[src/rtl/pipr_pkg.sv]
// Shared types and constants for the ray-cast point-in-polygon block.
package pipr_pkg;

    // Coordinate and vertex formats (signed Q11.4, x in the upper half)
    localparam int COORD_W = 16;
    localparam int VTX_W   = 2 * COORD_W;
    localparam int DIFF_W  = COORD_W + 1;
    localparam int PROD_W  = 2 * DIFF_W;
    localparam int CROSS_W = PROD_W + 1;

    // Smallest vertex count that encloses any area
    localparam int MIN_POLY_VERTICES = 3;

    typedef logic signed [COORD_W-1:0] t_coord;
    typedef logic [VTX_W-1:0]          t_vertex;

    // Request codes
    localparam logic REQ_ADD   = 1'b0;
    localparam logic REQ_QUERY = 1'b1;

    // Status codes
    localparam logic STAT_OK   = 1'b0;
    localparam logic STAT_FULL = 1'b1;

    // Configuration register indexes
    localparam logic CFG_COLLINEAR_EPSILON = 1'b0;
    localparam logic CFG_RAY_END_X         = 1'b1;

    // Configuration reset values
    localparam logic [COORD_W-1:0] EPS_RESET   = 16'd1;
    localparam logic [COORD_W-1:0] RAY_X_RESET = 16'h7FFF;

    // Controller states
    typedef enum logic [1:0] {
        ST_IDLE,
        ST_RUN,
        ST_DRAIN
    } t_state;

    // Orientation of a point against a directed line
    typedef enum logic [1:0] {
        ORI_ZERO,
        ORI_POS,
        ORI_NEG
    } t_orient;

    // Control of one vertex cell
    typedef struct packed {
        logic load;
        logic shift;
    } t_cell_ctl;

    // Edge issued into the test pipeline
    typedef struct packed {
        logic valid;
        logic last;
    } t_edge_ctl;

    // Outcome of one edge test
    typedef struct packed {
        logic valid;
        logic last;
        logic meets;
        logic on_edge;
        logic box_p;
    } t_edge_res;

endpackage

[src/rtl/pipr_cell.sv]
// One vertex cell of the rotating vertex chain.
module pipr_cell (
    input  logic               i_clk,
    input  pipr_pkg::t_cell_ctl i_ctl,
    input  pipr_pkg::t_vertex  i_wdata,
    input  pipr_pkg::t_vertex  i_next,
    output pipr_pkg::t_vertex  o_vtx
);
    import pipr_pkg::*;

    t_vertex r_vtx;

    // Load an appended vertex, or take the neighbor's vertex while rotating
    always_ff @(posedge i_clk) begin
        if (i_ctl.load) begin
            r_vtx <= i_wdata;
        end else if (i_ctl.shift) begin
            r_vtx <= i_next;
        end
    end

    assign o_vtx = r_vtx;

endmodule

[config.mk]
export PLATFORM = sky130hd
export DESIGN_NAME = pipr_cell
export DESIGN_NICKNAME = d
export VERILOG_FILES = /design/src/rtl/pipr_pkg.sv /design/src/rtl/pipr_cell.sv
export SDC_FILE = /design/constraint.sdc
export NUM_CORES = 1
export LEC_CHECK = 0
export BUFFER_PORTS_ARGS = -buffer_cell sky130_fd_sc_hd__buf_4
export CORE_UTILIZATION = 26
export CTS_CLUSTER_DIAMETER = 40
export DETAILED_ROUTE_END_ITERATION = 8
export HOLD_SLACK_MARGIN = 0.15
export SETUP_SLACK_MARGIN = 0.5
export SLEW_MARGIN = 10
export SYNTH_ARGS = -nofsm -noshare
export SYNTH_HDL_FRONTEND = slang
export SYNTH_SLANG_ARGS = --single-unit
[constraint.sdc]
create_clock -name i_clk -period 1.7 [get_ports i_clk]
set_input_delay 0.34 -clock i_clk [delete_from_list [all_inputs] [get_ports i_clk]]
set_output_delay 0.34 -clock i_clk [all_outputs]
set_load 0.02 [all_outputs]
== Yosys cells after proc, flatten, opt, wreduce, memory -nomap -nowiden ==
Cells that the tools add are included.
W data, S select, Z words.

* Bits of input ports: 67
* Word-level logic and storage cells: 4
* Output and inout port bits: 32
* Register bits after elaboration: 32

* Reductions and logical operators: 1
* Multiplexer cells: 2

{| class="wikitable"
|+ Operator list
! kind !! count
|-
| $mux W32 || 2
|-
| $reduce_bool A2 Y1 || 1
|}

== Logic depth before layout (Yosys ltp) ==
Gate-level depths: netlist of run 1.

* Depth in word-level cells: 2
* Depth in mapped cells: 3
* Depth with buffers taken out: 1

== Least setup slack after synthesis of run 1 ==
No wires, ideal clock.

* Path kind: input-to-reg
* From: in i_ctl[1] (netlist bit)
* To: reg r_vtx[0] (netlist: o_vtx[0]), enable pin
* Slack: -0.053 ns
* Stages: 3
* Path buffers: 2
* Required time: 1.310 ns
* Setup time: 0.390 ns
* Data arrival time: 1.362 ns
* Cells stage by stage: buf_6 > buf_12 > or2_1

* Longest elaborated chain between the ends: 1

{| class="wikitable"
|+ Ends and longest elaborated chain
! element !! RTL line !! source
|-
| start: declaration || pipr_cell.sv:4 || <nowiki>input pipr_pkg::t_cell_ctl i_ctl,</nowiki>
|-
| $reduce_bool A2 Y1 (no source line) || - ||
|-
| end signal: assignment || pipr_cell.sv:16 || <nowiki>r_vtx <= i_wdata;</nowiki>
|-
| end signal: assignment || pipr_cell.sv:18 || <nowiki>r_vtx <= i_next;</nowiki>
|-
| end: declaration || pipr_cell.sv:11 || <nowiki>t_vertex r_vtx;</nowiki>
|}

No other way between the ends.
A chain may end at the register's enable or synchronous reset.

== Worst setup path in the final report of run 1 ==
* From: reg r_vtx[1] (netlist: o_vtx[1])
* To: out o_vtx[1]

{| class="wikitable"
|+ RTL lines
! element !! RTL line !! source
|-
| end: declaration || pipr_cell.sv:7 || <nowiki>output pipr_pkg::t_vertex o_vtx</nowiki>
|}

No word-level cell between the ends.

==> results.cfg, run 1 <==
[outcome]
status = completed

[drt]
vias_per_cell = 4.090
vias = 1002
wl_per_cell_um = 13.94
drcViolationCount = 0
wirelength_mm = 3.416
firstDrtPassIters = 3
drt_iter0_markers = 43
detail-route-antenna-nets = 0

[setup_path]
crit_buf_inv = 1
worstPathRequired_ns = 1.36
start_kind = flop
crit_arrival_ns = 0.84
cp_top_family = flip-flops
crit_chain = buf_4
crit_slowest_cell = edfxtp_1
crit_start = o_vtx[1]
path_class = flop to output port
slowest_delay_ns = 0.39
end_kind = output port
path_max_fanout = 1

[timing]
final_hold_viol_count = 0
timing.final.crit_share_pct = 69.37
min_period_ns = 1.179
drv_slew = 0
max_freq_mhz = 847.9
rsz0062_at_grt = yes
finalSetupViolations = 0
fin_setup_tns_ns = 0
worst_slew_pin_slew_ns = 0.4619
slew_headroom_pct = 69.21

[die]
die_height_um = 78.15
die_area_mm2 = 0.006107
core_mm2 = 0.005540
chipWidth_um = 78.15
pin_count = 99
start_util_pct = 27.21
rows = 27

[pwr]
p_leak_nw = 1.120
p_int_w = 0.001552
power_frac_seq_pct = 47.8
p_switching_w = 0.0005328
share_comb_of_total_power_pct = 24.6
pwr-share-clk_pct = 27.6
swShare_pct = 25.55
irDropWorstVdd_uv = 414.0
p_per_area_mw_per_mm2 = 868.0

[yosys]
synth_compound_area_share_pct = 0
synth_seq_cells = 32
synthSimpleGateAreaFrac_pct = 0.4149
synth_cells = 69
synth_fa_ha_area_share_pct = 0
synth_xor_area_share_pct = 0
ys_warn_count = 0
synth_top_family_by_area = multiplexers
synth_cell_types = 6
syn_nets = 136
synth.area.mux_share_pct = 31.12
synthesis.area_mm2 = 0.001508
seq_area_frac_synth_pct = 63.73
synth_area_per_cell_um2 = 21.85

[global_route]
grt_usage_pct = 11.20
grt_max_degree = 33
grt_pass1_wl_mm = 5.126
grt_antenna_before_repair = 0
grt_overflow = 0
grt_pass1_vias = 1095

[hold_path]
hp-class = input pin to flop
min_to = o_vtx[27]
min_from = i_next[27]
holdPathStages = 2

[clock_network]
cts_setup_buffers = 0
root_buffer = clkbuf_8
cts.clk_slew.worst_paths_ns = 0.07
cts_sinks = 32
cts_tree = done
ctsLongestPathBuffers = 2
cts-buffers-inserted = 5
htreeDepth = 2

[cells_and_area]
layout_common_cells = buf_4, edfxtp_1, mux2_4
layout.cells.non_filler = 245
largest_register_ffs = 32
fin_nets = 239
fillers = 554
drive_above_1_share_pct = 81.50
diodes = 0
final_common_cell = buf_4
syn_to_final_growth_pct = 59.34

[run]
drv_cap = 0

[placed_design]
gp_congestion = 0.6957
dp_cells = 237
numPortBuffers = 98
metal layers:
layer	routed length (um)	GRT usage, %	vias up	share of wire (%)
met2	1829	20.26	55	54
met5	0	0	-	0
li1	-	-	473	-
met1	1273	11.62	472	37
met4	24	4.444	0	0.70
met3	289	4.186	2	8.5
cells in the mapped netlist:
cell type / number / area, um^2
mux2_2: 3 / 33.78
buf_12: 3 / 60.06
buf_6: 1 / 11.26
or2_1: 1 / 6.260
mux2_4: 29 / 435.4
edfxtp_1: 32 / 960.9
worst max-delay path by stage:
stage | cells after the start | end | slack [ns]
after floorplan | 3 | o_vtx[0] | 0.46
after global placement | 3 | o_vtx[20] | 0.45
after detailed placement | 3 | o_vtx[17] | 0.43
after CTS | 1 | o_vtx[28] | 0.51
after global routing | 1 | o_vtx[28] | 0.49
final | 1 | o_vtx[1] | 0.52
power groups by stage:
stage | sequential [W] | combinational (W) | clock (W)
2_1_floorplan | 0.00112 | 0.000143 | 0
3_3_place_gp | 0.00101 | 0.000502 | 0
3_5_place_dp | 0.00101 | 0.000510 | 0
4_1_cts | 0.000996 | 0.000510 | 0.000605
5_1_grt | 0.00101 | 0.000539 | 0.000626
6_report | 0.000998 | 0.000512 | 0.000575
layout make-up:
class | count | area [um^2] | share of cell area [%]
Sequential cell | 32 | 960.9 | 40.00
Tap cell | 72 | 90.09 | 3.750
Timing Repair Buffer | 100 | 785.8 | 32.71
Multi-Input combinational cell | 33 | 478.0 | 19.90
Clock buffer | 5 | 68.82 | 2.865
Clock inverter | 3 | 18.77 | 0.7813
stage by stage:
| step | area, um^2 | power [W] | util (%) | setup WS (ns) | hold WS, ns |
|---|---|---|---|---|---|
| floorplan | 1519 | 0.001267 | - | 0.4603 | 0.5575 |
| global placement | 2292 | 0.001513 | 41.37 | 0.4478 | 0.6409 |
| detailed placement | 2292 | 0.001522 | 41.37 | 0.4252 | 0.6436 |
| CTS | 2380 | 0.002111 | 42.95 | 0.5074 | 0.3424 |
| global route | 2402 | 0.002172 | 43.36 | 0.4941 | 0.3416 |
| finish | 2402 | 0.002085 | 43.36 | 0.5207 | 0.3567 |
cell families (layout without fill, tap and decap cells):
logic type,after synthesis,count (layout)
buf+inv,4,108
flops,32,32
mux,32,32
simple gates,1,1
what timing repair did:
action | in CTS | in global routing
gates resized for setup | 0 | 6
endpoints found under the setup margin | 0 | 6
hold buffers | 0 | 0
endpoints found under the hold margin | 0 | 0
No activity file was read; power rests on OpenSTA's default activity.
==> inputs of run 2 (changes only) <==
==> constraint.sdc (replaced) <==
create_clock -name i_clk -period 1 [get_ports i_clk]
set_input_delay 0.2 -clock i_clk [delete_from_list [all_inputs] [get_ports i_clk]]
set_output_delay 0.2 -clock i_clk [all_outputs]
set_load 0.02 [all_outputs]
==> results.cfg, run 2 (synthesis results as in run 1) <==
[hold_path]
hp-class = input pin to flop
holdPathStages = 2

[cells_and_area]
utilization_pct = 48.74
fin_nets = 248
largest_register_ffs = 32
final_common_cell = buf_4
layout_common_cells = buf_4, buf_6, mux2_4, edfxtp_1
diodes = 0
drive_above_1_share_pct = 81.77
layout.cells.non_filler = 253
syn_to_final_growth_pct = 79.09

[placed_design]
numPortBuffers = 98
dp_cells = 237
gp_congestion = 0.7460
hpwl_mm = 2.518

[drt]
wl_per_cell_um = 14.19
drt_iter0_markers = 24
vias_per_cell = 4.115
firstDrtPassIters = 3
detail-route-antenna-nets = 0
drcViolationCount = 0
vias = 1041
wirelength_mm = 3.591

[pwr]
p_per_area_mw_per_mm2 = 1365
irDropWorstVdd_uv = 554.7
p_leak_nw = 1.246

[timing]
finalSetupViolations = 16
rsz0062_at_grt = yes
slew_headroom_pct = 90.40
setup_slack_ns = -0.02468
worst_slew_pin_slew_ns = 0.1441
max_freq_mhz = 975.9
timing.final.crit_share_pct = 102.5
min_period_ns = 1.025
final_hold_viol_count = 0
drv_slew = 0

[global_route]
grt_overflow = 0
grt_max_degree = 10
grt_pass1_wl_mm = 5.664
grt_usage_pct = 12.81
grt_pass1_vias = 1146
grt_antenna_before_repair = 0

[setup_path]
crit_cells = 1
crit_arrival_ns = 0.82
crit_slowest_cell = edfxtp_1
crit_buf_inv = 1
slowest_delay_ns = 0.40
crit_chain = buf_6
worstPathRequired_ns = 0.80
cp_top_family = flip-flops
path_class = flop to output port
end_kind = output port
start_kind = flop
path_max_fanout = 1

[outcome]
failed_checks = setup timing
status = complete, but fails checks

[clock_network]
root_buffer = clkbuf_8
cts_tree = done
htreeDepth = 2
cts_hold_buf = 0
cts-buffers-inserted = 5
cts.clk_slew.worst_paths_ns = 0.06
ctsLongestPathBuffers = 2
cts_sinks = 32

[run]
drv_cap = 0

[die]
start_util_pct = 27.21
rows = 27
core_mm2 = 0.005540
chipWidth_um = 78.15
die_area_mm2 = 0.006107
pin_count = 99
die_height_um = 78.15
run 2: cell count changes in the layout (fill, tap and decap cells not counted):
cell	previous run	this run
or2_4	1	4
mux2_2	3	0
clkinv_2	2	1
buf_4	93	64
buf_16	0	5
buf_6	6	34
buf_8	0	1
mux2_4	29	32
clkinv_4	1	0
clkbuf_1	0	1
buf_12	1	2
run 2: final cells by class:
type	instances	area [um^2]
clock buffer	6	72.57
multi-input combinational	36	515.5
tap	72	90.09
clock inverter	1	5.005
timing repair buffer	106	1056
sequential	32	960.9
fill	511	2840
run 2: power by group:
group | switching, W | total, W | internal, W
registers | 0.0000673 | 0.00172 | 0.00165
clock network | 0.000445 | 0.000917 | 0.000472
logic | 0.000392 | 0.00105 | 0.000658
total | 0.000904 | 0.00369 | 0.00278
run 2: worst paths after layout:
path	from	end	slack, ns
hold / removal	i_wdata[7]	o_vtx[7]	0.22
setup / recovery	o_vtx[11]	o_vtx[11]	-0.02
run 2: stage by stage:
step                instance area [um^2]  setup TNS, ns  power, W  hold slack (ns)  setup slack, ns
global route                        2700         -1.286  0.003848           0.2080         -0.06739
finish                              2700        -0.1329  0.003686           0.2218         -0.02468
global placement                    2305         -4.872  0.002582           0.5011         -0.09039
detailed placement                  2305         -6.635  0.002594           0.5035          -0.1282
CTS                                 2693        -0.6705  0.003753           0.2089         -0.05555
floorplan                           1519         -3.190  0.002155           0.4175         -0.09968
run 2: per-layer routing:
metal  routed length [um]  vias to the layer above  share of wire [%]  GRT usage, %
met2                 1854                       58                 52         22.28
met3                  333                        7                9.3         5.116
li1                     -                      496                  -             -
met1                 1350                      480                 38         13.88
met4                   53                        0                1.5         5.000
met5                    0                        -                  0             0
run 2: what timing repair did:
item | CTS | global route
gates cloned | 6 | 0
pin swaps | 3 | 1
endpoints found under the setup margin | 96 | 96
setup buffers | 3 | 0
gates resized for setup | 49 | 1
==> inputs of run 3 (changes only) <==
--- a/config.mk
+++ b/config.mk
@@ -5,12 +5,12 @@
 export SDC_FILE = /design/constraint.sdc
 export NUM_CORES = 1
 export LEC_CHECK = 0
+export ABC_AREA = 1
 export BUFFER_PORTS_ARGS = -buffer_cell sky130_fd_sc_hd__buf_4
 export CORE_UTILIZATION = 26
 export CTS_CLUSTER_DIAMETER = 40
 export DETAILED_ROUTE_END_ITERATION = 8
 export HOLD_SLACK_MARGIN = 0.15
-export SETUP_SLACK_MARGIN = 0.5
 export SLEW_MARGIN = 10
 export SYNTH_ARGS = -nofsm -noshare
 export SYNTH_HDL_FRONTEND = slang
==> results.cfg, run 3 <==
[hold_path]
hp-class = input pin to flop

[yosys]
synth_most_common_cell = nand2_1
synthesis.area_mm2 = 0.001401
synth_edf_count = 32
seq_area_frac_synth_pct = 68.57
synthArstFlopShare_pct = 0
synth_cells = 137
yosys-top-cells-count = nand2_1, edfxtp_1, buf_6
synth.area.mux_share_pct = 0
synth_top_family_by_area = simple AND/OR/NAND/NOR gates
synth_area_leaders = edfxtp_1, nand2_1, buf_6
yosysTopAreaCellShare_pct = 68.57
syn_nets = 204
synth_xor_area_share_pct = 0
ys_warn_count = 0
synth_top_area_cell = edfxtp_1
synthSimpleGateAreaFrac_pct = 26.16
synth_fa_ha_area_share_pct = 0
synth_compound_area_share_pct = 0
synth_area_per_cell_um2 = 10.23
synth_ff_type = edfxtp_1
synth_cell_types = 6
synth_seq_cells = 32

[die]
pin_count = 99
core_mm2 = 0.005140
die_height_um = 75.42
rows = 26
chipWidth_um = 75.42
die_area_mm2 = 0.005687
start_util_pct = 27.26

[global_route]
grt_antenna_before_repair = 0
grt_pass1_wl_mm = 5.126
grt_usage_pct = 12.50
grt_max_degree = 33
grt_overflow = 0
grt_pass1_vias = 1189

[drt]
vias = 1244
wl_per_cell_um = 10.74
vias_per_cell = 4.026
drt_iter0_markers = 38
wirelength_mm = 3.318
firstDrtPassIters = 4
detail-route-antenna-nets = 0
drcViolationCount = 0

[placed_design]
hpwl_mm = 2.410
gp_congestion = 0.6868
dp_cells = 301
numPortBuffers = 98

[pwr]
p_int_w = 0.002618
swShare_pct = 25.44
report.power.total_w = 0.003512
p_per_area_mw_per_mm2 = 1461
power_frac_seq_pct = 48.9
p_leak_nw = 1.192
pwr-share-clk_pct = 26.1
irDropWorstVdd_uv = 483.9
p_switching_w = 0.0008932
share_comb_of_total_power_pct = 25.0

[timing]
worst_slew_pin_slew_ns = 0.4423
fin_setup_tns_ns = -0.06892
finalSetupViolations = 11
final_hold_viol_count = 0
rsz0062_at_grt = yes
timing.final.crit_share_pct = 101.7
max_freq_mhz = 983.4
min_period_ns = 1.017
drv_slew = 0
setup_slack_ns = -0.01685
slew_headroom_pct = 70.51

[cells_and_area]
diodes = 0
fin_nets = 305
regArea_um2 = 960.9
final_common_cell = nand2_1
syn_to_final_growth_pct = 71.52
layout.cells.non_filler = 309
largest_register_ffs = 32
multi_input_area_um2 = 369.1
layout_common_cells = nand2_1, buf_4, edfxtp_1
fillers = 521
drive_above_1_share_pct = 45.19

[clock_network]
ctsLongestPathBuffers = 2
cts-buffers-inserted = 5
cts_tree = done
cts_setup_buffers = 0
cts.clk_slew.worst_paths_ns = 0.06
htreeDepth = 2
root_buffer = clkbuf_8
cts_sinks = 32

[setup_path]
crit_buf_inv = 1
start_kind = flop
end_kind = output port
slowest_delay_ns = 0.39
crit_arrival_ns = 0.82
path_max_fanout = 1
path_class = flop to output port
cp_top_family = flip-flops
crit_chain = buf_6
worstPathRequired_ns = 0.80
crit_slowest_cell = edfxtp_1

[outcome]
failed_checks = setup timing
status = complete, but fails checks

[run]
drv_cap = 0
run 3: cell count changes after synthesis, sizes merged:
cell / change
nand2: +96
mux2: -32
buf: +3
inv: +1
run 3: timing repair:
item,CTS,global route
hold buffers,0,0
gates resized for setup,30,1
cloned,0,0
endpoints found under the setup margin,32,32
hold endpoints to repair,0,0
run 3: final cells by class:
class / instances / share of cell area [%]
Multi-Input combinational cell: 97 / 15.36
Timing Repair Buffer: 101 / 37.43
Inverter: 1 / 0.2603
Tap cell: 70 / 3.644
Clock inverter: 1 / 0.1562
Clock buffer: 7 / 3.175
Sequential cell: 32 / 39.98
run 3: cells by family (layout without fill, tap and decap cells):
logic type	count (synthesis)	in the layout
AND/OR/NAND/NOR	97	97
buffers and inverters	8	110
flip-flops	32	32
run 3: routing by layer:
metal | part of all wire, % | GRT usage [%] | wire [um]
met2 | 52 | 22.62 | 1734
met5 | 0 | 0 | 0
met4 | 1.8 | 5.556 | 60
met1 | 39 | 13.33 | 1294
met3 | 6.9 | 3.968 | 228
run 3: final timing paths:
| kind | start | end | slack, ns | depth (start not counted) |
|---|---|---|---|---|
| hold / removal | i_next[12] | o_vtx[12] | 0.19 | 3 |
| setup / recovery | o_vtx[8] | o_vtx[8] | -0.02 | 1 |
run 3: per-stage QoR:
stage | hold WS, ns | cell area, um^2 | setup slack, ns | utilization, %
2_1_floorplan | 0.3786 | 1404 | 0.03112 | -
3_3_place_gp | 0.4660 | 2207 | -0.05305 | 42.94
3_5_place_dp | 0.4689 | 2207 | -0.06343 | 42.94
4_1_cts | 0.1766 | 2400 | -0.03661 | 46.69
5_1_grt | 0.1723 | 2404 | -0.05966 | 46.76
6_report | 0.1863 | 2404 | -0.01685 | 46.76
run 3: power by group through the flow:
stage / registers (W) / clock network, W / logic, W
detailed placement: 0.00172 / 0 / 0.000805
CTS: 0.00172 / 0.000949 / 0.000886
global placement: 0.00171 / 0 / 0.000801
global route: 0.00173 / 0.00101 / 0.000953
finish: 0.00172 / 0.000916 / 0.000879
floorplan: 0.00191 / 0 / 0.000161
